## config.mk

```make
export PLATFORM = sky130hd
export DESIGN_NAME = sha1_message_digest
export DESIGN_NICKNAME = d
export VERILOG_FILES = /design/src/rtl/core/sha1md_pkg.sv /design/src/rtl/core/sha1md_fifo.sv /design/src/rtl/core/sha1md_core.sv /design/src/rtl/core/sha1_message_digest.sv
export SDC_FILE = /design/constraint.sdc
export NUM_CORES = 2
export LEC_CHECK = 0
export ABC_AREA = 1
export BUFFER_PORTS_ARGS = -buffer_cell sky130_fd_sc_hd__buf_4
export CAP_MARGIN = 40
export CORE_MARGIN = 2
export CORE_UTILIZATION = 65
export CTS_CLUSTER_DIAMETER = 80
export DETAILED_ROUTE_END_ITERATION = 6
export PLACE_DENSITY = 0.81
export RECOVER_POWER = 100
export SKIP_CTS_REPAIR_TIMING = 1
export SLEW_MARGIN = 40
export SYNTH_ARGS = -nofsm -noshare
export SYNTH_HDL_FRONTEND = slang
export SYNTH_HIERARCHICAL = 1
export SYNTH_SLANG_ARGS = --single-unit
```

## constraint.sdc

```tcl
create_clock -name clk -period 15.55 [get_ports clk]
set_clock_uncertainty 0.15 [all_clocks]
set_input_delay 3.11 -clock clk [delete_from_list [all_inputs] [get_ports clk]]
set_output_delay 3.11 -clock clk [all_outputs]
set_load 0.02 [all_outputs]
```

## src/rtl/core/sha1md_pkg.sv

```systemverilog
package sha1md_pkg;

  localparam int unsigned QDEPTH = 4;
  localparam int unsigned QAW = $clog2(QDEPTH);

  localparam int unsigned BLOCK_WORDS = 16;
  localparam int unsigned ROUNDS = 80;
  localparam int unsigned DIGEST_WORDS = 5;
  localparam int unsigned LEN_BYTES = 8;

  typedef logic [31:0] word_t;

  typedef struct packed {
    logic       kind;
    logic [7:0] data_byte;
  } item_t;

  localparam logic KIND_DATA = 1'b0;
  localparam logic KIND_FINISH = 1'b1;

  localparam word_t H_INIT [DIGEST_WORDS] = '{
    32'h67452301, 32'hefcdab89, 32'h98badcfe, 32'h10325476, 32'hc3d2e1f0
  };

  localparam word_t K_R0 = 32'h5a827999;
  localparam word_t K_R1 = 32'h6ed9eba1;
  localparam word_t K_R2 = 32'h8f1bbcdc;
  localparam word_t K_R3 = 32'hca62c1d6;

  localparam logic [7:0] PAD_MARK = 8'h80;
  localparam logic [5:0] LEN_OFFSET = 6'd56;

  // round function plus round constant
  function automatic word_t round_mix(logic [6:0] r, word_t b, word_t c, word_t d);
    word_t f;
    word_t k;
    if (r < 7'd20) begin
      f = ((c ^ d) & b) ^ d;
      k = K_R0;
    end else if (r < 7'd40) begin
      f = b ^ c ^ d;
      k = K_R1;
    end else if (r < 7'd60) begin
      f = (b & c) | (d & (b | c));
      k = K_R2;
    end else begin
      f = b ^ c ^ d;
      k = K_R3;
    end
    return f + k;
  endfunction

endpackage

```

## src/rtl/core/sha1md_fifo.sv

```systemverilog
module sha1md_fifo (
  input  logic                clk,
  input  logic                rst_n,
  input  logic                push_valid,
  input  sha1md_pkg::item_t   push_item,
  output logic                push_ready,
  input  logic                pop,
  output logic                pop_valid,
  output sha1md_pkg::item_t   pop_item
);
  import sha1md_pkg::*;

  item_t            mem_r [QDEPTH];
  logic [QAW-1:0]   wr_ptr_r;
  logic [QAW-1:0]   rd_ptr_r;
  logic [QAW:0]     count_r;
  logic             do_push;
  logic             do_pop;

  assign push_ready = count_r != (QAW+1)'(QDEPTH);
  assign pop_valid  = count_r != '0;
  assign pop_item   = mem_r[rd_ptr_r];
  assign do_push    = push_valid && push_ready;
  assign do_pop     = pop && pop_valid;

  always_ff @(posedge clk) begin
    if (!rst_n) begin
      wr_ptr_r <= '0;
      rd_ptr_r <= '0;
      count_r  <= '0;
    end else begin
      if (do_push) begin
        wr_ptr_r <= wr_ptr_r + QAW'(1);
      end
      if (do_pop) begin
        rd_ptr_r <= rd_ptr_r + QAW'(1);
      end
      case ({do_push, do_pop})
        2'b10:   count_r <= count_r + (QAW+1)'(1);
        2'b01:   count_r <= count_r - (QAW+1)'(1);
        default: count_r <= count_r;
      endcase
    end
    if (do_push) begin
      mem_r[wr_ptr_r] <= push_item;
    end
  end

`ifndef SYNTHESIS
  a_count_range: assert property (@(posedge clk) disable iff (!rst_n)
    count_r <= (QAW+1)'(QDEPTH))
    else $error("queue count out of range");
  a_ptr_gap: assert property (@(posedge clk) disable iff (!rst_n)
    QAW'(wr_ptr_r - rd_ptr_r) == count_r[QAW-1:0])
    else $error("queue pointers disagree with count");
  a_full_hold: assert property (@(posedge clk) disable iff (!rst_n)
    (!push_ready && !do_pop) |=> !push_ready)
    else $error("queue left full without a pop");
`endif

endmodule

```

## src/rtl/core/sha1md_core.sv

```systemverilog
module sha1md_core (
  input  logic                clk,
  input  logic                rst_n,
  input  logic                item_valid,
  input  sha1md_pkg::item_t   item,
  output logic                item_pop,
  output logic                out_tvalid,
  input  logic                out_tready,
  output logic [31:0]         out_tdata,
  output logic                out_tlast
);
  import sha1md_pkg::*;

  typedef enum logic [2:0] {S_IDLE, S_PAD, S_ROUND, S_FOLD, S_EMIT} state_t;

  localparam logic [6:0] LAST_ROUND = 7'(ROUNDS - 1);
  localparam logic [2:0] LAST_WORD = 3'(DIGEST_WORDS - 1);
  localparam logic [3:0] LEN_DONE = 4'(LEN_BYTES);

  state_t     state_r, state_nxt;
  word_t      w_r [BLOCK_WORDS];
  word_t      w_nxt [BLOCK_WORDS];
  word_t      h_r [DIGEST_WORDS];
  word_t      h_nxt [DIGEST_WORDS];
  word_t      a_r, b_r, c_r, d_r, e_r;
  word_t      a_nxt, b_nxt, c_nxt, d_nxt, e_nxt;
  logic [5:0] fill_r, fill_nxt;
  logic [63:0] bits_r, bits_nxt;
  logic [63:0] len_r, len_nxt;
  logic       mark_r, mark_nxt;
  logic [3:0] len_cnt_r, len_cnt_nxt;
  logic [6:0] round_r, round_nxt;
  logic [2:0] emit_r, emit_nxt;
  logic       out_valid_r, out_valid_nxt;
  word_t      out_word_r, out_word_nxt;
  logic       out_last_r, out_last_nxt;
  logic       absorb_en;
  logic [7:0] absorb_byte;
  logic       out_load;
  word_t      sched_new;
  word_t      temp;

  assign out_tvalid = out_valid_r;
  assign out_tdata  = out_word_r;
  assign out_tlast  = out_last_r;
  assign out_load   = !out_valid_r || out_tready;

  assign sched_new = {w_r[13][30:0] ^ w_r[8][30:0] ^ w_r[2][30:0] ^ w_r[0][30:0],
                      w_r[13][31] ^ w_r[8][31] ^ w_r[2][31] ^ w_r[0][31]};
  assign temp = {a_r[26:0], a_r[31:27]} + e_r + w_r[0] + round_mix(round_r, b_r, c_r, d_r);

  always_comb begin
    state_nxt     = state_r;
    w_nxt         = w_r;
    h_nxt         = h_r;
    a_nxt         = a_r;
    b_nxt         = b_r;
    c_nxt         = c_r;
    d_nxt         = d_r;
    e_nxt         = e_r;
    fill_nxt      = fill_r;
    bits_nxt      = bits_r;
    len_nxt       = len_r;
    mark_nxt      = mark_r;
    len_cnt_nxt   = len_cnt_r;
    round_nxt     = round_r;
    emit_nxt      = emit_r;
    out_valid_nxt = out_valid_r && !out_tready;
    out_word_nxt  = out_word_r;
    out_last_nxt  = out_last_r;
    item_pop      = 1'b0;
    absorb_en     = 1'b0;
    absorb_byte   = '0;

    case (state_r)
      S_IDLE: begin
        if (item_valid) begin
          item_pop = 1'b1;
          if (item.kind == KIND_DATA) begin
            absorb_en   = 1'b1;
            absorb_byte = item.data_byte;
            bits_nxt    = bits_r + 64'd8;
          end else begin
            len_nxt     = bits_r;
            mark_nxt    = 1'b0;
            len_cnt_nxt = '0;
            state_nxt   = S_PAD;
          end
        end
      end
      S_PAD: begin
        absorb_en = 1'b1;
        if (!mark_r) begin
          absorb_byte = PAD_MARK;
          mark_nxt    = 1'b1;
        end else if (len_cnt_r == '0 && fill_r != LEN_OFFSET) begin
          absorb_byte = '0;
        end else begin
          absorb_byte = len_r[63:56];
          len_nxt     = {len_r[55:0], 8'h00};
          len_cnt_nxt = len_cnt_r + 4'd1;
        end
      end
      S_ROUND: begin
        a_nxt = temp;
        b_nxt = a_r;
        c_nxt = {b_r[1:0], b_r[31:2]};
        d_nxt = c_r;
        e_nxt = d_r;
        for (int i = 0; i < BLOCK_WORDS - 1; i++) begin
          w_nxt[i] = w_r[i + 1];
        end
        w_nxt[BLOCK_WORDS - 1] = sched_new;
        round_nxt = round_r + 7'd1;
        if (round_r == LAST_ROUND) begin
          state_nxt = S_FOLD;
        end
      end
      S_FOLD: begin
        h_nxt[0] = h_r[0] + a_r;
        h_nxt[1] = h_r[1] + b_r;
        h_nxt[2] = h_r[2] + c_r;
        h_nxt[3] = h_r[3] + d_r;
        h_nxt[4] = h_r[4] + e_r;
        if (len_cnt_r == LEN_DONE) begin
          state_nxt = S_EMIT;
        end else if (mark_r) begin
          state_nxt = S_PAD;
        end else begin
          state_nxt = S_IDLE;
        end
      end
      S_EMIT: begin
        if (out_load) begin
          out_valid_nxt = 1'b1;
          out_word_nxt  = h_r[emit_r];
          out_last_nxt  = emit_r == LAST_WORD;
          emit_nxt      = emit_r + 3'd1;
          if (emit_r == LAST_WORD) begin
            h_nxt       = H_INIT;
            bits_nxt    = '0;
            mark_nxt    = 1'b0;
            len_cnt_nxt = '0;
            emit_nxt    = '0;
            state_nxt   = S_IDLE;
          end
        end
      end
      default: begin
        state_nxt = S_IDLE;
      end
    endcase

    // big-endian byte shift through the whole block
    if (absorb_en) begin
      for (int i = 0; i < BLOCK_WORDS - 1; i++) begin
        w_nxt[i] = {w_r[i][23:0], w_r[i + 1][31:24]};
      end
      w_nxt[BLOCK_WORDS - 1] = {w_r[BLOCK_WORDS - 1][23:0], absorb_byte};
      fill_nxt = fill_r + 6'd1;
      if (fill_r == 6'd63) begin
        a_nxt     = h_r[0];
        b_nxt     = h_r[1];
        c_nxt     = h_r[2];
        d_nxt     = h_r[3];
        e_nxt     = h_r[4];
        round_nxt = '0;
        state_nxt = S_ROUND;
      end
    end
  end

  always_ff @(posedge clk) begin
    if (!rst_n) begin
      state_r     <= S_IDLE;
      h_r         <= H_INIT;
      fill_r      <= '0;
      bits_r      <= '0;
      mark_r      <= 1'b0;
      len_cnt_r   <= '0;
      round_r     <= '0;
      emit_r      <= '0;
      out_valid_r <= 1'b0;
    end else begin
      state_r     <= state_nxt;
      h_r         <= h_nxt;
      fill_r      <= fill_nxt;
      bits_r      <= bits_nxt;
      mark_r      <= mark_nxt;
      len_cnt_r   <= len_cnt_nxt;
      round_r     <= round_nxt;
      emit_r      <= emit_nxt;
      out_valid_r <= out_valid_nxt;
    end
    w_r        <= w_nxt;
    a_r        <= a_nxt;
    b_r        <= b_nxt;
    c_r        <= c_nxt;
    d_r        <= d_nxt;
    e_r        <= e_nxt;
    len_r      <= len_nxt;
    out_word_r <= out_word_nxt;
    out_last_r <= out_last_nxt;
  end

`ifndef SYNTHESIS
  a_round_block_full: assert property (@(posedge clk) disable iff (!rst_n)
    state_r == S_ROUND |-> fill_r == '0)
    else $error("compression running on a partial block");
  a_emit_after_pad: assert property (@(posedge clk) disable iff (!rst_n)
    state_r == S_EMIT |-> mark_r && len_cnt_r == LEN_DONE)
    else $error("digest emitted before padding finished");
  a_last_restores: assert property (@(posedge clk) disable iff (!rst_n)
    (state_r == S_EMIT && emit_r == LAST_WORD && out_load) |=>
      (out_valid_r && out_tlast && bits_r == '0 && state_r == S_IDLE))
    else $error("final word did not restore initial state");
`endif

endmodule

```

## src/rtl/core/sha1_message_digest.sv

```systemverilog
// SHA-1 digest engine, byte-serial stream in, five digest words out.
// Input channel: one request per byte. in_tuser = 0 appends in_tdata to the
// message; in_tuser = 1 closes the message (in_tdata ignored) and starts
// padding and digest output.
// Output channel: five requests per finished message, word 0 first,
// out_tlast high on the fifth word.
// Input requests land in a four-entry queue, so the sender is only held off
// once the queue is full while the engine works.
// Block processing: every 64th byte starts the compression rounds and the
// fold, during which the engine takes no new byte from the queue.
// Finish: 9 to 72 padding bytes, one or two compressions, then
// one output word per cycle while the receiver keeps out_tready high.
// A stalled receiver holds the output register; the engine waits on it and
// the queue keeps taking input until full.
// Reset (rst_n low, synchronous) loads the initial hash words, clears the
// length count and empties the queue; after a digest the same state returns.
module sha1_message_digest (
  input  logic        clk,
  input  logic        rst_n,
  input  logic        in_tvalid,
  output logic        in_tready,
  input  logic [7:0]  in_tdata,   // [7:0] data_byte
  input  logic        in_tuser,   // [0] kind
  output logic        out_tvalid,
  input  logic        out_tready,
  output logic [31:0] out_tdata,  // [31:0] digest_word
  output logic        out_tlast
);
  import sha1md_pkg::*;

  item_t in_item;
  item_t q_item;
  logic  q_valid;
  logic  q_pop;

  assign in_item.kind      = in_tuser;
  assign in_item.data_byte = in_tdata;

  sha1md_fifo u_queue (
    .clk        (clk),
    .rst_n      (rst_n),
    .push_valid (in_tvalid),
    .push_item  (in_item),
    .push_ready (in_tready),
    .pop        (q_pop),
    .pop_valid  (q_valid),
    .pop_item   (q_item)
  );

  sha1md_core u_core (
    .clk        (clk),
    .rst_n      (rst_n),
    .item_valid (q_valid),
    .item       (q_item),
    .item_pop   (q_pop),
    .out_tvalid (out_tvalid),
    .out_tready (out_tready),
    .out_tdata  (out_tdata),
    .out_tlast  (out_tlast)
  );

endmodule

```

# After elaboration in Yosys (flattened, before gate mapping)
# Memories as Yosys holds them, arrays and structs flattened. A register that Yosys moved wholly into a read port is not among the register bits.
# Cells that the tools add are included.
[totals]
memories = 1
input_bits = 13
word_cells = 202
ram_bits = 36
ff_bits = 1025
[op_classes]
order_cmp = 4
mux = 82
n_addsub = 18
bitwise = 16
n_eq_ne = 19
n_reduce_logical = 22
[memory_table]
columns = ["memory", "words", "word_bits", "rd", "rd_ports_with_merged_regs", "write_ports", "line_no", "text"]
rows = [
  ["u_queue.mem_r", 4, 9, 1, 1, 1, "sha1md_fifo.sv:13", "item_t mem_r [QDEPTH];"],
]
[ops]
columns = ["cell", "n"]
rows = [
  ["512-bit two-way mux", 2],
  ["32-bit two-way mux", 22],
  ["64-bit two-way mux", 8],
  ["160-bit two-way mux", 2],
  ["160-bit case mux with 2 select lines", 1],
  ["32-bit adder", 9],
  ["64-bit case mux with 2 select lines", 2],
  ["32-bit XOR", 4],
  ["32-bit AND", 3],
  ["32-bit binary-select mux with 3-bit select", 1],
  ["31-bit XOR", 3],
  ["64-bit by 4-bit adder with 64-bit output, second input constant", 1],
  ["32-bit bitwise OR", 2],
  ["8-bit two-way mux", 4],
  ["31-bit two-way mux", 1],
  ["3-bit two-way mux", 9],
  ["4-bit two-way mux", 6],
  ["7-bit two-way mux", 3],
  ["8-bit case mux with 2 select lines", 1],
  ["3-bit case mux with 5 select lines", 1],
  ["5-bit AND reduction", 3],
  ["7-bit by 6-bit < comparator with 1-bit output, second input constant", 2],
  ["1-bit two-way mux", 13],
  ["4-bit case mux with 3 select lines", 1],
  ["other kinds (36)", 57],
]

# Depth between registers and ports, before layout
[logic_depth]
ltp_word = 11
mapped_depth = 29
ltp_nobuf = 28

# Hierarchy
# Netlist, hierarchy kept.
[modules_own_cells]
columns = ["mod", "cells_each", "instances", "seq_area_each_um2", "area_each_um2"]
rows = [
  ["sha1md_core", 7741, 1, 26325.2, 60131.4],
  ["sha1md_fifo", 154, 1, 1261.2, 1841.8],
]

# Worst setup path after synthesis
# OpenSTA, ideal clock, no wires.
[synth_timing]
kind = "register to register"
start = "reg (tool-made name)"
end = "reg u_core/w_r[0] (netlist name) (enable)"
setup_ps = 3664
path_buffers = 5
stages_incl_launch_ff = 12
slack_ps = 1815
t_arrival_ps = 9921
cell_sequence = "dfxtp_1 > buf_6 > inv_4 > buf_6 > nor2_1 > o22ai_1 > nor3_1 > nor2_1 > buf_2 > buf_2 > buf_2 > nand2_1"
[synth_rtl]
columns = ["item", "line_no", "text"]
rows = [
  ["end signal: assignment", "sha1md_core.sv:195", "w_r <= w_nxt;"],
  ["end: declaration", "sha1md_core.sv:21", "word_t w_r [BLOCK_WORDS];"],
]

==> flow_summary.json <==
{
  "chipWidth_um": 313,
  "numCtsBuffers": 109,
  "vias_in_the_first_global_route": 52500,
  "drive_gt1_share_pct": 3.15,
  "violations": "design-rule violations, max-capacitance violations, max-slew violations",
  "finalMaxSlewViolations": 1557,
  "dp_hpwl_um": 150000,
  "remaining_routing_drc_violations": 3,
  "r2r_cells": 9,
  "met3_usage_pct": 9.51,
  "hold_path_depth": 2,
  "headroom_to_the_max_slew_limit_pct": -302,
  "timing.fmax_ghz": 0.0916,
  "groute.layer.met2.usage_pct": 62.3,
  "timing.critical_path.slowest_stage_cell": "sky130_fd_sc_hd__clkinvlp_2",
  "fin_tns_setup_ps": 0,
  "cts_max_path_buffers": 3,
  "gr-max-usage-layer": "met2",
  "endpoint_arrival_time_on_the_critical_path_ps": 11440,
  "routed_wirelength_um": 207000,
  "postRouteAntennaNets": 0,
  "critical_path.endpoint_type": "flip-flop",
  "synth.lib_cells_used.distinct": 50,
  "grt-ovfl-total": 0,
  "fillCellCount": 7602,
  "tritoncts": "yes",
  "dominantRegCellSynth": "sky130_fd_sc_hd__edfxtp_1",
  "critPathLaunch": "rst_n",
  "synth_edf_count": 642,
  "tightestPinTransition_ps": 6040,
  "syn-cell-area_um2": 62000,
  "criticalPathCategory": "input pin to flip-flop",
  "yosysSeqAreaShare_pct": 44.5,
  "critical_path.reg2reg.startpoint": "u_core/state_r[2]$_SDFF_PN0_",
  "setup_viol": 0,
  "grt_antenna_before_repair": 8,
  "h-tree-depth": 3,
  "design.die.area_um2": 97800,
  "worst_hold_path_type": "flip-flop to flip-flop",
  "syn-num-nets": 8238,
  "report.final.hold_viol_count": 0,
  "synth-seq-cells": 1057,
  "hp-start": "u_core/fill_r[5]$_SDFFE_PN0P_",
  "fp-row-count": 113,
  "wl_per_cell_um": 22.6,
  "gp_congestion": 1.14,
  "boundaryPins": 48,
  "floorplan.die.height_um": 313,
  "cp_cell_sequence": "clkbuf_1, clkinvlp_2, clkbuf_1, a21oi_1, buf_4, inv_1, a21oi_1, o21a_1",
  "start_util_pct": 65.4,
  "synthCells": 7895,
  "grt_use_total_pct": 41.4,
  "first_iter_violations": 7900,
  "worstSkewPairLatency_ps": 730,
  "worst_hold_endpoint": "u_core/fill_r[5]$_SDFFE_PN0P_",
  "cp_slowest_stage_delay_ps": 3830,
  "required_ps": 16070,
  "r2r_end": "u_core/a_r[17]$_DFF_P_",
  "area_growth_syn_to_layout_pct": 7.35,
  "viasPerCell": 6.17,
  "avgSynthCellArea_um2": 7.85,
  "timing.final.crit_share_pct": 70.2,
  "firstDrtPassIters": 7,
  "grt_setup_unrepaired": "no",
  "run_status": "finished, violations left",
  "grt_pass1_wl_um": 311000,
  "clock_tree.root_cell": "sky130_fd_sc_hd__clkbuf_16",
  "synth_async_sr_flop_share_pct": 0,
  "clock_transition_time_at_the_flip_flop_clock_pins_of_the_worst_setup_and_hold_paths_ps": 60,
  "setup.reg_to_reg.worst_slack_ps": 5610,
  "grt_util_met1_pct": 54.4,
  "placeableCoreArea_um2": 94700,
  "timing.final.crit_period_ps": 10920,
  "crit_path_start_kind": "input pin",
  "via_count": 56500,
  "portBuffers": 47,
  "critical_path_peak_fanout": 86,
  "cts_sinks": 1057,
  "max-cap-violations": 21,
  "fin_nets": 8126,
  "grt_max_degree": 209,
  "synthesis.yosys.warnings": 6
}
==> cell type report <==
cell class | count | area (um2) | area share (%)
well taps | 1265 | 1580 | 2.38
multi-input cells | 5522 | 29300 | 44.1
flip-flops and latches | 1057 | 27600 | 41.5
clock inverters | 61 | 676 | 1.02
diodes | 3 | 7.51 | 0.0113
repair buffers | 92 | 557 | 0.837
clock buffers | 144 | 3010 | 4.52
inverters | 1001 | 3770 | 5.67
==> Yosys cell counts, types with 5 or more instances <==
cell type	n	area [um2]
sky130_fd_sc_hd__o22ai_1	23	144
sky130_fd_sc_hd__xor2_1	62	543
sky130_fd_sc_hd__nand4_1	89	557
sky130_fd_sc_hd__o21bai_1	16	120
sky130_fd_sc_hd__clkbuf_1	179	672
sky130_fd_sc_hd__nand3_1	380	1900
sky130_fd_sc_hd__or2_2	20	125
sky130_fd_sc_hd__inv_2	11	41.3
sky130_fd_sc_hd__a21boi_0	6	45.0
sky130_fd_sc_hd__buf_2	107	536
sky130_fd_sc_hd__a21oi_1	524	2620
sky130_fd_sc_hd__o221ai_1	8	70.1
sky130_fd_sc_hd__a221oi_1	5	43.8
sky130_fd_sc_hd__dfxtp_1	415	8310
sky130_fd_sc_hd__o21a_1	26	195
sky130_fd_sc_hd__o21ai_0	888	4440
sky130_fd_sc_hd__a221o_1	9	90.1
sky130_fd_sc_hd__and3_1	7	43.8
sky130_fd_sc_hd__nand2_1	2104	7900
sky130_fd_sc_hd__o211ai_1	83	623
sky130_fd_sc_hd__a21o_1	27	203
sky130_fd_sc_hd__nand3b_1	19	143
sky130_fd_sc_hd__edfxtp_1	642	19300
sky130_fd_sc_hd__o21ai_1	18	90.1
sky130_fd_sc_hd__fa_1	126	2520
sky130_fd_sc_hd__ha_1	204	2550
sky130_fd_sc_hd__nor3_1	89	445
sky130_fd_sc_hd__inv_1	988	3710
sky130_fd_sc_hd__buf_1	25	93.8
sky130_fd_sc_hd__nor2_1	556	2090
sky130_fd_sc_hd__nor4_1	11	68.8
sky130_fd_sc_hd__a211oi_1	12	90.1
sky130_fd_sc_hd__a31oi_1	80	500
sky130_fd_sc_hd__xnor2_1	104	911
==> cells in the final DEF, fill, tap and decap left out, types with 6 or more instances in the layout <==
cell type	instances
sky130_fd_sc_hd__clkbuf_8	6
sky130_fd_sc_hd__inv_2	9
sky130_fd_sc_hd__bufinv_16	10
sky130_fd_sc_hd__buf_6	10
sky130_fd_sc_hd__a211oi_1	12
sky130_fd_sc_hd__fa_1	126
sky130_fd_sc_hd__buf_4	14
sky130_fd_sc_hd__nor3_1	87
sky130_fd_sc_hd__xnor2_1	102
sky130_fd_sc_hd__nand3b_1	19
sky130_fd_sc_hd__clkinv_2	16
sky130_fd_sc_hd__o21ai_0	899
sky130_fd_sc_hd__a221o_1	9
sky130_fd_sc_hd__o21bai_1	16
sky130_fd_sc_hd__edfxtp_1	642
sky130_fd_sc_hd__o21a_1	26
sky130_fd_sc_hd__ha_1	204
sky130_fd_sc_hd__xor2_1	62
sky130_fd_sc_hd__nor4_1	11
sky130_fd_sc_hd__and3_1	7
sky130_fd_sc_hd__or2_2	20
sky130_fd_sc_hd__clkbuf_16	113
sky130_fd_sc_hd__o22ai_1	23
sky130_fd_sc_hd__nor2_1	555
sky130_fd_sc_hd__o211ai_1	83
sky130_fd_sc_hd__o221ai_1	8
sky130_fd_sc_hd__a21boi_0	6
sky130_fd_sc_hd__o21ai_1	7
sky130_fd_sc_hd__nand3_1	380
sky130_fd_sc_hd__a31oi_1	80
sky130_fd_sc_hd__clkinvlp_4	8
sky130_fd_sc_hd__clkinv_1	17
sky130_fd_sc_hd__nand2_1	2106
sky130_fd_sc_hd__dfxtp_1	414
sky130_fd_sc_hd__nand4_1	89
sky130_fd_sc_hd__inv_1	986
sky130_fd_sc_hd__clkbuf_1	87
sky130_fd_sc_hd__a21oi_1	524
sky130_fd_sc_hd__a21o_1	27
==> critical path: cells and delay by family <==
family / cells / cell delay, ps
AOI/OAI and AO/OA: 3 / 750
buffers and inverters: 5 / 7520
==> cell families after synthesis <==
group           count (synthesis)  synth area share [%]
simple gates                 3297                  21.7
compound gates               1728                  15.0
buf+inv                      1316                  8.23
flops                        1057                  44.5
fa+ha+maj                     330                  8.19
xor+xnor                      166                  2.35
mux                             1                0.0162
==> metrics by stage <==
step / instance area [um2] / instances / utilization, % / hold slack (ps) / worst slack, ps
after detailed placement: 63100 / 8935 / 66.6 / 295 / 9280
after CTS: 66800 / 9140 / 70.5 / 307 / 9250
after global routing: 66500 / 9142 / 70.2 / 311 / 4470
after global placement: 63000 / 8933 / 66.5 / 289 / 9350
after floorplan: 62000 / 7895 / - / 273 / 1810
final: 66500 / 9145 / 70.2 / 307 / 4630
==> flip-flops by register name, summed over array words and instances (netlist names), 36 cells and up, named ones only <==
signal         count
u_core/len_r      61
u_core/w_r       512
u_core/h_r       160
u_queue/mem_r     36
u_core/bits_r     61
==> worst max path at each step <==
stage,to,slack [ps]
after floorplan,u_core/w_r[0]$_DFFE_PP_,1810
after global placement,u_core/a_r[31]$_DFF_P_,9350
after detailed placement,u_core/a_r[31]$_DFF_P_,9280
after CTS,u_core/a_r[31]$_DFF_P_,9250
after global routing,u_core/bits_r[33]$_SDFFE_PN0P_,4470
final,u_core/bits_r[42]$_SDFFE_PN0P_,4630
==> layer usage <==
layer	share of wire, %	vias up
li1	-	26000
met1	38	26400
met3	11	720
met5	0.020	-
met4	7.8	6
met2	43	3319
Power is left out: the tool's default activity adds up to more than one toggle a clock period on the data nets, which glitch-free logic cannot reach.
